`src/hdl/ipuv_pkg.sv`:
```
// Package for the IPv4/UDP packet validator: verdict codes, stage records,
// protocol constants and the one's-complement adder.
// No dependencies; every other file of the block but ipuv_if imports it.
package ipuv_pkg;

  // Protocol constants.
  localparam logic [15:0] IP_MIN_HDR  = 16'd20;
  localparam logic [15:0] UDP_HDR_LEN = 16'd8;
  localparam logic [7:0]  PROTO_UDP   = 8'd17;
  localparam logic [15:0] MAX_COUNT   = 16'hFFFF;
  localparam logic [15:0] SUM_ONES    = 16'hFFFF;

  // Verdict codes.
  typedef enum logic [3:0] {
    RSN_GOOD   = 4'd0,
    RSN_SHORT  = 4'd1,
    RSN_HDRLEN = 4'd2,
    RSN_TOTLEN = 4'd3,
    RSN_IPSUM  = 4'd4,
    RSN_PROTO  = 4'd5,
    RSN_UDPLEN = 4'd6,
    RSN_PORT   = 4'd7,
    RSN_FRAG   = 4'd8,
    RSN_UDPSUM = 4'd9,
    RSN_TRUNC  = 4'd10
  } reason_t;

  // Packet state gathered while bytes stream in; also the snapshot at the last byte.
  typedef struct packed {
    logic [15:0] count;
    logic [3:0]  ihl;
    logic [15:0] total_len;
    logic [7:0]  proto;
    logic [15:0] frag;
    logic [31:0] src;
    logic [31:0] dst;
    logic [15:0] hsum;
    logic [15:0] dsum;
    logic [15:0] udp_len;
    logic [15:0] sport;
    logic [15:0] dport;
    logic        sum_present;
    logic [7:0]  pending;
  } pkt_state_t;

  // Intermediate verdict handed from the check stage to the result stage.
  typedef struct packed {
    reason_t     reason;
    logic        sum_present;
    logic [15:0] part_a;
    logic [15:0] part_b;
    logic [15:0] payload_length;
    logic [6:0]  payload_offset;
    logic [31:0] dest_addr;
    logic [31:0] src_addr;
    logic [15:0] src_port;
  } chk_res_t;

  // Final result record.
  typedef struct packed {
    logic        accepted;
    reason_t     reason;
    logic [15:0] payload_length;
    logic [6:0]  payload_offset;
    logic [31:0] dest_addr;
    logic [31:0] src_addr;
    logic [15:0] src_port;
  } out_res_t;

  // 16-bit one's-complement add with end-around carry.
  function automatic logic [15:0] oc_add(input logic [15:0] a, input logic [15:0] b);
    logic [16:0] s;
    s = {1'b0, a} + {1'b0, b};
    return s[15:0] + {15'd0, s[16]};
  endfunction

endpackage

```
`src/hdl/ipuv_if.sv`:
```
// Valid/ready channel interfaces for the packet byte stream and the verdict.
// No dependencies.
interface ipuv_in_if;
  logic       valid;
  logic       ready;
  logic [7:0] data_byte;
  logic       last_byte;

  modport source (output valid, output data_byte, output last_byte, input ready);
  modport sink (input valid, input data_byte, input last_byte, output ready);
endinterface

interface ipuv_out_if;
  logic        valid;
  logic        ready;
  logic        accepted;
  logic [3:0]  reason;
  logic [15:0] payload_length;
  logic [6:0]  payload_offset;
  logic [31:0] dest_addr;
  logic [31:0] src_addr;
  logic [15:0] src_port;

  modport source (output valid, output accepted, output reason, output payload_length,
                  output payload_offset, output dest_addr, output src_addr,
                  output src_port, input ready);
  modport sink (input valid, input accepted, input reason, input payload_length,
                input payload_offset, input dest_addr, input src_addr,
                input src_port, output ready);
endinterface

```
`src/hdl/ipuv_byte_parser.sv`:
```
// Byte parser: captures header fields and running checksums per byte, and
// hands a snapshot of the packet state onward at the last byte.
// Depends on ipuv_pkg and ipuv_if.
module ipuv_byte_parser
  import ipuv_pkg::*;
(
  input  logic       clk,
  input  logic       rst_n,
  ipuv_in_if.sink    in_chan,
  output logic       snap_valid,
  input  logic       snap_ready,
  output pkt_state_t snap
);

  pkt_state_t  state_r;
  pkt_state_t  state_nxt;
  pkt_state_t  snap_r;
  logic        snap_v_r;
  logic        accept;
  logic [15:0] off;
  logic [7:0]  b;
  logic [5:0]  hlen;
  logic [15:0] rel;
  logic        in_hdr;
  logic        in_udp;
  logic [15:0] word;

  assign in_chan.ready = !snap_v_r || snap_ready;
  assign accept        = in_chan.valid && in_chan.ready;
  assign off           = state_r.count;
  assign b             = in_chan.data_byte;

  // Per-byte field capture and checksum update.
  always_comb begin
    state_nxt = state_r;
    hlen      = {state_r.ihl, 2'b00};
    rel       = '0;
    in_hdr    = 1'b0;
    in_udp    = 1'b0;
    word      = {state_r.pending, b};
    if (state_r.count != MAX_COUNT) begin
      state_nxt.count = state_r.count + 16'd1;
      if (off == 16'd0) begin
        state_nxt.ihl = b[3:0];
      end
      hlen = {state_nxt.ihl, 2'b00};
      if (off == 16'd2 || off == 16'd3) begin
        state_nxt.total_len = {state_r.total_len[7:0], b};
      end
      if (off == 16'd6 || off == 16'd7) begin
        state_nxt.frag = {state_r.frag[7:0], b};
      end
      if (off == 16'd9) begin
        state_nxt.proto = b;
      end
      if (off >= 16'd12 && off <= 16'd15) begin
        state_nxt.src = {state_r.src[23:0], b};
      end
      if (off >= 16'd16 && off <= 16'd19) begin
        state_nxt.dst = {state_r.dst[23:0], b};
      end
      in_hdr = off < {10'd0, hlen};
      rel    = off - {10'd0, hlen};
      if (!in_hdr) begin
        if (rel == 16'd0 || rel == 16'd1) begin
          state_nxt.sport = {state_r.sport[7:0], b};
        end
        if (rel == 16'd2 || rel == 16'd3) begin
          state_nxt.dport = {state_r.dport[7:0], b};
        end
        if (rel == 16'd4 || rel == 16'd5) begin
          state_nxt.udp_len = {state_r.udp_len[7:0], b};
        end
        if ((rel == 16'd6 || rel == 16'd7) && b != 8'd0) begin
          state_nxt.sum_present = 1'b1;
        end
        in_udp = (rel < 16'd6) || (rel < state_nxt.udp_len);
      end
      // Even bytes wait for their partner; odd bytes complete a word.
      if (in_hdr || in_udp) begin
        if (!off[0]) begin
          state_nxt.pending = b;
        end else if (in_hdr) begin
          state_nxt.hsum = oc_add(state_r.hsum, word);
        end else begin
          state_nxt.dsum = oc_add(state_r.dsum, word);
        end
      end
    end
  end

  // Packet state and snapshot valid.
  always_ff @(posedge clk) begin
    if (!rst_n) begin
      state_r  <= '0;
      snap_v_r <= 1'b0;
    end else begin
      if (snap_v_r && snap_ready) begin
        snap_v_r <= 1'b0;
      end
      if (accept) begin
        if (in_chan.last_byte) begin
          state_r  <= '0;
          snap_v_r <= 1'b1;
        end else begin
          state_r <= state_nxt;
        end
      end
    end
  end

  // Snapshot payload.
  always_ff @(posedge clk) begin
    if (accept && in_chan.last_byte) begin
      snap_r <= state_nxt;
    end
  end

  assign snap_valid = snap_v_r;
  assign snap       = snap_r;

endmodule

```
`src/hdl/ipuv_check.sv`:
```
// Check stage: runs the ordered header checks on a packet snapshot and forms
// two partial sums of the UDP checksum over the pseudo-header and the datagram.
// Depends on ipuv_pkg.
module ipuv_check
  import ipuv_pkg::*;
(
  input  logic        clk,
  input  logic        rst_n,
  input  logic [15:0] local_port,
  input  logic        snap_valid,
  output logic        snap_ready,
  input  pkt_state_t  snap,
  output logic        chk_valid,
  input  logic        chk_ready,
  output chk_res_t    chk
);

  chk_res_t    chk_r;
  chk_res_t    chk_nxt;
  logic        chk_v_r;
  logic [5:0]  hlen;
  logic [6:0]  hlen_udp;
  logic [16:0] udp_end;
  logic [15:0] tail;

  assign snap_ready = !chk_v_r || chk_ready;
  assign hlen       = {snap.ihl, 2'b00};
  assign hlen_udp   = {1'b0, hlen} + 7'(UDP_HDR_LEN);
  assign udp_end    = {1'b0, snap.udp_len} + {11'd0, hlen};
  assign tail       = snap.udp_len[0] ? {snap.pending, 8'd0} : 16'd0;

  // Ordered checks; the first failure sets the reason.
  always_comb begin
    chk_nxt                = '0;
    chk_nxt.sum_present    = snap.sum_present;
    chk_nxt.part_a         = oc_add(oc_add(snap.src[31:16], snap.src[15:0]),
                                    oc_add(snap.dst[31:16], snap.dst[15:0]));
    chk_nxt.part_b         = oc_add(oc_add(snap.dsum, tail),
                                    oc_add({8'd0, snap.proto}, snap.udp_len));
    chk_nxt.payload_length = snap.udp_len - UDP_HDR_LEN;
    chk_nxt.payload_offset = hlen_udp;
    chk_nxt.dest_addr      = snap.dst;
    chk_nxt.src_addr       = snap.src;
    chk_nxt.src_port       = snap.sport;
    if (snap.count < IP_MIN_HDR) begin
      chk_nxt.reason = RSN_SHORT;
    end else if ({10'd0, hlen} < IP_MIN_HDR) begin
      chk_nxt.reason = RSN_HDRLEN;
    end else if (snap.total_len < {10'd0, hlen}) begin
      chk_nxt.reason = RSN_TOTLEN;
    end else if (snap.count < {9'd0, hlen_udp}) begin
      chk_nxt.reason = RSN_TRUNC;
    end else if (snap.hsum != SUM_ONES) begin
      chk_nxt.reason = RSN_IPSUM;
    end else if (snap.proto != PROTO_UDP) begin
      chk_nxt.reason = RSN_PROTO;
    end else if (snap.udp_len < UDP_HDR_LEN) begin
      chk_nxt.reason = RSN_UDPLEN;
    end else if (snap.dport != local_port) begin
      chk_nxt.reason = RSN_PORT;
    end else if (snap.frag[13:0] != 14'd0) begin
      chk_nxt.reason = RSN_FRAG;
    end else if ({1'b0, snap.count} < udp_end) begin
      chk_nxt.reason = RSN_TRUNC;
    end else begin
      chk_nxt.reason = RSN_GOOD;
    end
  end

  // Stage valid.
  always_ff @(posedge clk) begin
    if (!rst_n) begin
      chk_v_r <= 1'b0;
    end else if (snap_ready) begin
      chk_v_r <= snap_valid;
    end
  end

  // Stage payload.
  always_ff @(posedge clk) begin
    if (snap_valid && snap_ready) begin
      chk_r <= chk_nxt;
    end
  end

  assign chk_valid = chk_v_r;
  assign chk       = chk_r;

endmodule

```
`src/hdl/ipuv_result.sv`:
```
// Result stage: closes the UDP checksum, zeroes the fields of rejected
// packets and holds the verdict in the output register.
// Depends on ipuv_pkg and ipuv_if.
module ipuv_result
  import ipuv_pkg::*;
(
  input  logic       clk,
  input  logic       rst_n,
  input  logic       chk_valid,
  output logic       chk_ready,
  input  chk_res_t   chk,
  ipuv_out_if.source out_chan
);

  out_res_t    out_r;
  out_res_t    out_nxt;
  logic        out_v_r;
  logic [15:0] udp_sum;
  reason_t     final_reason;

  assign chk_ready = !out_v_r || out_chan.ready;
  assign udp_sum   = oc_add(chk.part_a, chk.part_b);

  // Last check, then zero the fields unless the packet passed.
  always_comb begin
    final_reason = chk.reason;
    if (chk.reason == RSN_GOOD && chk.sum_present && udp_sum != SUM_ONES) begin
      final_reason = RSN_UDPSUM;
    end
    out_nxt        = '0;
    out_nxt.reason = final_reason;
    if (final_reason == RSN_GOOD) begin
      out_nxt.accepted       = 1'b1;
      out_nxt.payload_length = chk.payload_length;
      out_nxt.payload_offset = chk.payload_offset;
      out_nxt.dest_addr      = chk.dest_addr;
      out_nxt.src_addr       = chk.src_addr;
      out_nxt.src_port       = chk.src_port;
    end
  end

  // Output valid.
  always_ff @(posedge clk) begin
    if (!rst_n) begin
      out_v_r <= 1'b0;
    end else if (chk_ready) begin
      out_v_r <= chk_valid;
    end
  end

  // Output payload.
  always_ff @(posedge clk) begin
    if (chk_valid && chk_ready) begin
      out_r <= out_nxt;
    end
  end

  assign out_chan.valid          = out_v_r;
  assign out_chan.accepted       = out_r.accepted;
  assign out_chan.reason         = out_r.reason;
  assign out_chan.payload_length = out_r.payload_length;
  assign out_chan.payload_offset = out_r.payload_offset;
  assign out_chan.dest_addr      = out_r.dest_addr;
  assign out_chan.src_addr       = out_r.src_addr;
  assign out_chan.src_port       = out_r.src_port;

endmodule

```
`src/hdl/ipv4_udp_packet_validator.sv`:
```
// IPv4/UDP packet validator. One byte is taken per cycle with no gaps needed while
// the parser is not stalled; the verdict for a packet loads in turn into the snapshot,
// check and result registers, the snapshot on the edge that accepts its last byte.
// Each stage stalls only when the stage after it is full and not drained.
// Synchronous active-low reset clears the packet state, all stage valids and
// the local port register; the block takes bytes in the first cycle after reset.
module ipv4_udp_packet_validator
  import ipuv_pkg::*;
(
  input  logic        clk,
  input  logic        rst_n,
  ipuv_in_if.sink     in_chan,
  ipuv_out_if.source  out_chan,
  input  logic        cfg_we,
  input  logic [15:0] cfg_wdata
);

  logic [15:0] local_port_r;
  logic        snap_valid;
  logic        snap_ready;
  pkt_state_t  snap;
  logic        chk_valid;
  logic        chk_ready;
  chk_res_t    chk;

  // Local port register.
  always_ff @(posedge clk) begin
    if (!rst_n) begin
      local_port_r <= '0;
    end else if (cfg_we) begin
      local_port_r <= cfg_wdata;
    end
  end

  ipuv_byte_parser u_parser (
    .clk        (clk),
    .rst_n      (rst_n),
    .in_chan    (in_chan),
    .snap_valid (snap_valid),
    .snap_ready (snap_ready),
    .snap       (snap)
  );

  ipuv_check u_check (
    .clk        (clk),
    .rst_n      (rst_n),
    .local_port (local_port_r),
    .snap_valid (snap_valid),
    .snap_ready (snap_ready),
    .snap       (snap),
    .chk_valid  (chk_valid),
    .chk_ready  (chk_ready),
    .chk        (chk)
  );

  ipuv_result u_result (
    .clk       (clk),
    .rst_n     (rst_n),
    .chk_valid (chk_valid),
    .chk_ready (chk_ready),
    .chk       (chk),
    .out_chan  (out_chan)
  );

endmodule

```
`src/flat_wrapper.sv`:
```
// flat-port wrapper written by rule: the top's interface ports become plain ports
module ipv4_udp_packet_validator_flat import ipuv_pkg::*;
  (clk, rst_n, cfg_we, cfg_wdata, in_chan_valid, in_chan_data_byte, in_chan_last_byte, in_chan_ready, out_chan_valid, out_chan_accepted, out_chan_reason, out_chan_payload_length, out_chan_payload_offset, out_chan_dest_addr, out_chan_src_addr, out_chan_src_port, out_chan_ready);
  ipuv_in_if in_chan_i ();
  ipuv_out_if out_chan_i ();
  input  logic clk;
  input  logic rst_n;
  input  logic cfg_we;
  input  logic [15:0] cfg_wdata;
  input wire logic [$bits(in_chan_i.valid)-1:0] in_chan_valid;
  input wire logic [$bits(in_chan_i.data_byte)-1:0] in_chan_data_byte;
  input wire logic [$bits(in_chan_i.last_byte)-1:0] in_chan_last_byte;
  output wire logic [$bits(in_chan_i.ready)-1:0] in_chan_ready;
  output wire logic [$bits(out_chan_i.valid)-1:0] out_chan_valid;
  output wire logic [$bits(out_chan_i.accepted)-1:0] out_chan_accepted;
  output wire logic [$bits(out_chan_i.reason)-1:0] out_chan_reason;
  output wire logic [$bits(out_chan_i.payload_length)-1:0] out_chan_payload_length;
  output wire logic [$bits(out_chan_i.payload_offset)-1:0] out_chan_payload_offset;
  output wire logic [$bits(out_chan_i.dest_addr)-1:0] out_chan_dest_addr;
  output wire logic [$bits(out_chan_i.src_addr)-1:0] out_chan_src_addr;
  output wire logic [$bits(out_chan_i.src_port)-1:0] out_chan_src_port;
  input wire logic [$bits(out_chan_i.ready)-1:0] out_chan_ready;
  assign in_chan_i.valid = in_chan_valid;
  assign in_chan_i.data_byte = in_chan_data_byte;
  assign in_chan_i.last_byte = in_chan_last_byte;
  assign in_chan_ready = in_chan_i.ready;
  assign out_chan_valid = out_chan_i.valid;
  assign out_chan_accepted = out_chan_i.accepted;
  assign out_chan_reason = out_chan_i.reason;
  assign out_chan_payload_length = out_chan_i.payload_length;
  assign out_chan_payload_offset = out_chan_i.payload_offset;
  assign out_chan_dest_addr = out_chan_i.dest_addr;
  assign out_chan_src_addr = out_chan_i.src_addr;
  assign out_chan_src_port = out_chan_i.src_port;
  assign out_chan_i.ready = out_chan_ready;
  ipv4_udp_packet_validator u_core (.clk(clk), .rst_n(rst_n), .in_chan(in_chan_i), .out_chan(out_chan_i), .cfg_we(cfg_we), .cfg_wdata(cfg_wdata));
endmodule
```
`config.mk`:
```
export PLATFORM = sky130hd
export DESIGN_NAME = ipv4_udp_packet_validator_flat
export DESIGN_NICKNAME = d
export VERILOG_FILES = /design/src/hdl/ipuv_pkg.sv /design/src/hdl/ipuv_if.sv /design/src/hdl/ipuv_byte_parser.sv /design/src/hdl/ipuv_check.sv /design/src/hdl/ipuv_result.sv /design/src/hdl/ipv4_udp_packet_validator.sv /design/src/flat_wrapper.sv
export SDC_FILE = /design/constraint.sdc
export NUM_CORES = 1
export LEC_CHECK = 0
export ABC_AREA = 1
export BUFFER_PORTS_ARGS = -buffer_cell sky130_fd_sc_hd__buf_2
export CORE_MARGIN = 2
export CORE_UTILIZATION = 40
export DETAILED_ROUTE_END_ITERATION = 16
export GPL_ROUTABILITY_DRIVEN = 0
export SLEW_MARGIN = 20
export SYNTH_ARGS = -nofsm -noshare
export SYNTH_HDL_FRONTEND = slang
export SYNTH_SLANG_ARGS = --single-unit
```
`constraint.sdc`:
```
create_clock -name clk -period 14.55 [get_ports clk]
set_input_delay 2.1825 -clock clk [delete_from_list [all_inputs] [get_ports clk]]
set_output_delay 2.1825 -clock clk [all_outputs]
set_load 0.05 [all_outputs]
```
# Word-level counts from Yosys, hierarchy flattened

Cells that the tools add are included.
W data, S select, Z words.

Flip-flop bits (word level): 691
Input port bits: 30
Output and inout port bits: 110
Word-level logic and storage cells: 173

Add/subtract/negate cells: 23
$lt $le $gt $ge: 13
Eq/ne operators: 17
Muxes and demuxes: 39
Reductions and logical operators: 31

Operator list:

| cell                    | count |
|---|---|
| $mux W213               | 2 |
| $mux W16                | 10 |
| $add A16 B1 Y16         | 9 |
| $add A16 B16 Y17        | 8 |
| $mux W32                | 4 |
| $eq A16 B3 Y1 const B   | 6 |
| $eq A16 B2 Y1 const B   | 4 |
| $mux W49                | 1 |
| $ne A16 B16 Y1 const B  | 3 |
| $mux W4                 | 10 |
| $logic_not A16 Y1       | 2 |
| $lt A16 B6 Y1           | 2 |
| $mux W8                 | 3 |
| $add A16 B6 Y17         | 1 |
| $add A8 B16 Y17         | 1 |
| $lt A16 B17 Y1          | 1 |
| $add A16 B1 Y16 const B | 1 |
| $eq A16 B1 Y1 const B   | 1 |
| $eq A16 B4 Y1 const B   | 1 |
| $ge A16 B4 Y1 const B   | 1 |
| $ge A16 B5 Y1 const B   | 1 |
| $le A16 B4 Y1 const B   | 1 |
| $le A16 B5 Y1 const B   | 1 |
| $lt A16 B16 Y1          | 1 |
| other kinds (20)        | 48 |

# Depth between registers and ports, before layout

Depth after elaboration: 17
Gate-level depth with buffers: 48
Mapped depth without buffers: 48

# Hierarchy

Synthesis repeated with hierarchy kept, for this count alone.

Cell total of the unflattened synthesis: 4733
Area total of the unflattened synthesis: 39746.9 µm²

Modules (own cells, without submodules):

| module                    | instances | cells an instance | area an instance (µm²) | seq. area each (µm²) |
|---|---|---|---|---|
| ipuv_byte_parser          | 1         | 2225              | 20091.8                | 10680.2 |
| ipuv_check                | 1         | 1760              | 12827.3                | 4164.0 |
| ipuv_result               | 1         | 647               | 6153.4                 | 3263.1 |
| ipv4_udp_packet_validator | 1         | 101               | 674.4                  | 320.3 |

# Worst setup path after synthesis

Ideal clock, no wire load.

Path kind: input-to-reg
From: input out_chan_ready
To: register u_core.u_parser.snap_r, in the netlist u_core.u_parser.snap[0], enable pin
Library setup time: 784 ps
Arrival: 11895 ps
Required time: 13766 ps
Slack: 1871 ps
Stages on the path: 9
Buffers on the path: 1
Path through: inv_1 -> nand2_1 -> nor2_1 -> inv_1 -> nor2_1 -> inv_1 -> nand2_1 -> clkbuf_1 -> nor2_1

Word-level cells in the longest chain between the ends: 5

Ends and longest elaborated chain:

| what                 | RTL line                | source |
|---|---|---|
| from (decl)          | flat_wrapper.sv:22      | `input wire logic [$bits(out_chan_i.ready)-1:0] out_chan_ready;` |
| $logic_or A1 B1 Y1   | ipuv_result.sv:21       | `assign chk_ready = !out_v_r \|\| out_chan.ready;` |
| $logic_or A1 B1 Y1   | ipuv_check.sv:26        | `assign snap_ready = !chk_v_r \|\| chk_ready;` |
| $logic_or A1 B1 Y1   | ipuv_byte_parser.sv:28  | `assign in_chan.ready = !snap_v_r \|\| snap_ready;` |
| via in_chan_ready    | flat_wrapper.sv:13      | `output wire logic [$bits(in_chan_i.ready)-1:0] in_chan_ready;` |
| $logic_and A1 B1 Y1  | ipuv_byte_parser.sv:29  | `assign accept = in_chan.valid && in_chan.ready;` |
| $logic_and A1 B1 Y1  | ipuv_byte_parser.sv:114 | `if (accept && in_chan.last_byte) begin` |
| to (signal assigned) | ipuv_byte_parser.sv:115 | `snap_r <= state_nxt;` |
| to (decl)            | ipuv_byte_parser.sv:17  | `pkt_state_t snap_r;` |

The timed path passes the listed nets, and every way through them passes these cells.
A chain may end at the register's enable or synchronous reset.

==> flow_summary_export.csv <==
group,metric,value,unit
status,status,"complete, no violations",
routing,vias,26190,
power,combinationalPowerShare,0.124,
power,p_switching,1250,uW
clock_tree,cts_tree,"yes",
power,power.leakage,0.01699,uW
timing,worst_slew_pin_slew,1.054,ns
power,power.internal,3450,uW
routing,antenna_left,0,
worst_setup_path,rr_startpoint,"u_core.u_parser.snap[41]",
global_routing,grtUsageTotal,0.1846,
placement,dp.cells,5169,
clock_tree,cts_root_buf,"clkbuf_16",
yosys,yosysMostFrequentCell,"nand2_1",
worst_setup_path,critPathRequiredTime,14.92,ns
yosys,ys_seq_area_frac,0.4991,
worst_setup_path,end_kind,"flop",
cells_and_area,multi_input_area,0.01568,mm^2
worst_setup_path,path_class,"flop to flop",
worst_setup_path,crit_path_max_incr_delay,0.56,ns
clock_tree,postCtsSetupBuffers,0,
routing,routedWlPerCell,16.22,um
job,maxCapViolations,0,
clock_tree,post_cts_hold_buffer_count,0,
cells_and_area,drive_gt1_frac,0.1059,
worst_setup_path,r2r_end,"u_core.u_check.chk[117]",
power,seq_power_share,0.460,
clock_tree,cts_resized,0,
die,core_region_area,0.09015,mm^2
timing,rsz0062_at_grt,"no",
timing,fin_setup_tns,0,ns
die,num_rows,110,
cells_and_area,fin_nets,4310,
yosys,yosysTopAreaCell,"edfxtp_1",
die,die_h,306.0,um
cells_and_area,finalNonFillerCells,5313,
worst_setup_path,path_common_cell,"nand2_1",
clock_tree,cts_buffers,76,
worst_setup_path,ff2ff_path_depth,38,
timing,fin_crit,7.572,ns
yosys,ys_top_cells_by_area,"edfxtp_1 37%, dfxtp_1 13%, nand2_1 8.9%",
timing,slew_headroom,0.2951,
timing,timing.fmax,0.1321,GHz
cells_and_area,nFillCells,8558,
routing,drt_iter0_markers,1786,
worst_setup_path,start_kind,"flop",
power,power.density,115.0,mW/mm^2
global_routing,grt_pass1_wl,137200,um
clock_tree,clk_pin_slew_worst_paths,0.06,ns
routing,wl,86200,um
routing,drt_first_pass_iters,5,
clock_tree,cts_max_level,3,
die,io_pins,140,
die,die-area,0.09363,mm^2
hold_path,min_path_type,"flop to flop",
die,die_width,306.0,um
global_routing,grt_start_max_net_pins,172,
routing,via_per_inst,4.929,
placement,hpwl,61450,um
worst_setup_path,cp_top_family,"simple AND/OR/NAND/NOR gates",
die,initial_core_util,0.4046,
yosys,synthFlopType,"edfxtp_1",
cells_and_area,synthToLayoutAreaGrowth,12.01,%
timing,fin_crit_sh,0.5204,
yosys,synth_common_cells,"866 x nand2_1, 539 x inv_1, 453 x edfxtp_1",
power,pwr-share-clk,0.416,
global_routing,grt_pass1_vias,25120,
routing,drc_errors,0,
global_routing,gr-total-overflow,0,
worst_setup_path,crit_start,"u_core.u_parser.snap[41]",
yosys,synthesis.area,0.03648,mm^2
power,irDropWorstVdd,0.00008657,V
timing,finalHoldViolCount,0,
yosys,synthCells,3958,
global_routing,antenna_found_initial,4,
worst_setup_path,endpoint,"u_core.u_check.chk[117]",
clock_tree,max-clock-path-buffers,3,
worst_setup_path,crit_arrival,7.94,ns
yosys,synth-seq-cells,683,
yosys,async_reset_ff_frac,0,
yosys,synth_edf_count,453,
worst_setup_path,crit_fanout,11,
power,switching_share,0.2660,
yosys,ys_warn_count,0,
cells_and_area,seqCellArea,0.01821,mm^2
worst_setup_path,path_depth,38,
timing,setup_viol,0,
timing,finClkSkew,0.02794,ns
yosys,netlist.area_leader.share,0.3729,
placement,numPortBuffers,137,
clock_tree,clkLatencyLatePin,0.65,ns
timing,slew_viol_final,0,
yosys,syn_area_per_cell,9.216,um^2
worst_setup_path,reg2reg_slack,6.98,ns
worst_setup_path,path_buf_inv,1,
power,totalPowerFinal,4700,uW
worst_setup_path,critPathSlowestCell,"edfxtp_1",
clock_tree,clock_sinks,683,
yosys,synth.distinct_cells,59,
[worst register-to-register path, delay by kind of cell (launching register included)]
kind            cells  cell delay [ns]
simple gates       17             3.15
compound gates     12             1.79
fa+ha+maj           7             1.58
flops               1             0.56
xor+xnor            1             0.18
buf+inv             1             0.05
[through the flow]
step / hold slack (ns) / utilization / setup WS, ns / instance area [um^2]
2_1_floorplan: 0.4003 / - / 1.871 / 36480
3_3_place_gp: 0.4018 / 0.4243 / 7.140 / 38250
3_5_place_dp: 0.4045 / 0.4243 / 7.020 / 38250
4_1_cts: 0.4124 / 0.4528 / 6.986 / 40820
5_1_grt: 0.4215 / 0.4532 / 6.187 / 40860
6_report: 0.4141 / 0.4532 / 6.978 / 40860
[cell type report]
| class | instances | share of cell area |
|---|---|---|
| diodes | 1 | 0.00006124 |
| clock buffers | 100 | 0.05120 |
| clock inverters | 42 | 0.01176 |
| inverters | 543 | 0.05013 |
| multi-input cells | 2611 | 0.3837 |
| flip-flops and latches | 683 | 0.4456 |
| well taps | 1176 | 0.03601 |
| repair buffers | 157 | 0.02156 |
[worst min-delay path by stage]
stage	cells after the start	slack (ns)	end	from
detailed placement	0	0.40	u_core.u_check.chk[4]	u_core.u_parser.snap[29]
CTS	0	0.41	u_core.u_check.chk[14]	u_core.u_parser.snap[39]
global route	0	0.42	u_core.u_check.chk[2]	u_core.u_parser.snap[27]
global placement	0	0.40	u_core.u_check.chk[0]	u_core.u_parser.snap[25]
finish	0	0.41	u_core.u_check.chk[14]	u_core.u_parser.snap[39]
floorplan	0	0.40	u_core.u_check.chk[0]	u_core.u_parser.snap[25]
[layer usage]
metal  share of wire  track usage  wire length (um)
met1            0.46       0.2495             40000
met2            0.46       0.3018             39570
met3           0.045      0.02827              3916
met4           0.031      0.06392              2684
met5         0.00031            0                27
[kinds of logic (layout without fill, tap and decap cells)]
group                    Yosys count  in the layout  synth area share
AO/OA/AOI/OAI                    565            565           0.08256
AND/OR/NAND/NOR                 1520           1520            0.1916
flip-flops                       683            683            0.4991
buffers and inverters            665            842           0.07295
adder cells (fa/ha/maj)          208            208           0.07361
other                              1              3         0.0001028
multiplexers                      77             77           0.02250
XOR/XNOR                         239            239           0.05759
[registers in the layout, summed over array words and instances, names as in the netlist]
name and count:
u_core.local_port_r 16, u_core.u_check.chk 138, u_core.u_check.chk_valid 1, u_core.u_parser.off 16, u_core.u_parser.snap 209, u_core.u_parser.snap_valid 1, u_core.u_parser.state_r 195, u_core.u_result.out_chan.accepted 1
u_core.u_result.out_chan.dest_addr 32, u_core.u_result.out_chan.payload_length 16, u_core.u_result.out_chan.payload_offset 5, u_core.u_result.out_chan.reason 4, u_core.u_result.out_chan.src_addr 32, u_core.u_result.out_chan.src_port 16, u_core.u_result.out_chan.valid 1
[layout by cell type, fill, tap and decap left out, drive strengths merged, types with 8 or more instances in the layout]
cell type	count
a21oi	364
and2	29
buf	157
clkbuf	100
clkinv	28
dfxtp	230
edfxtp	453
fa	11
ha	197
inv	546
mux2	40
mux2i	37
nand2	870
nand3	157
nand3b	13
nand4	46
nor2	307
nor3	46
nor4	31
o2111ai	8
o21ai	138
o21bai	16
or2	11
xnor2	58
xor2	181
[power by group through the flow]
| stage | clock [uW] | sequential, uW | combinational (uW) |
|---|---|---|---|
| floorplan | 0 | 2210 | 436 |
| global placement | 0 | 2200 | 580 |
| detailed placement | 0 | 2200 | 586 |
| CTS | 2010 | 2160 | 590 |
| global route | 2080 | 2160 | 664 |
| finish | 1960 | 2160 | 584 |
Note: power is estimated with default switching activity, not from simulation.
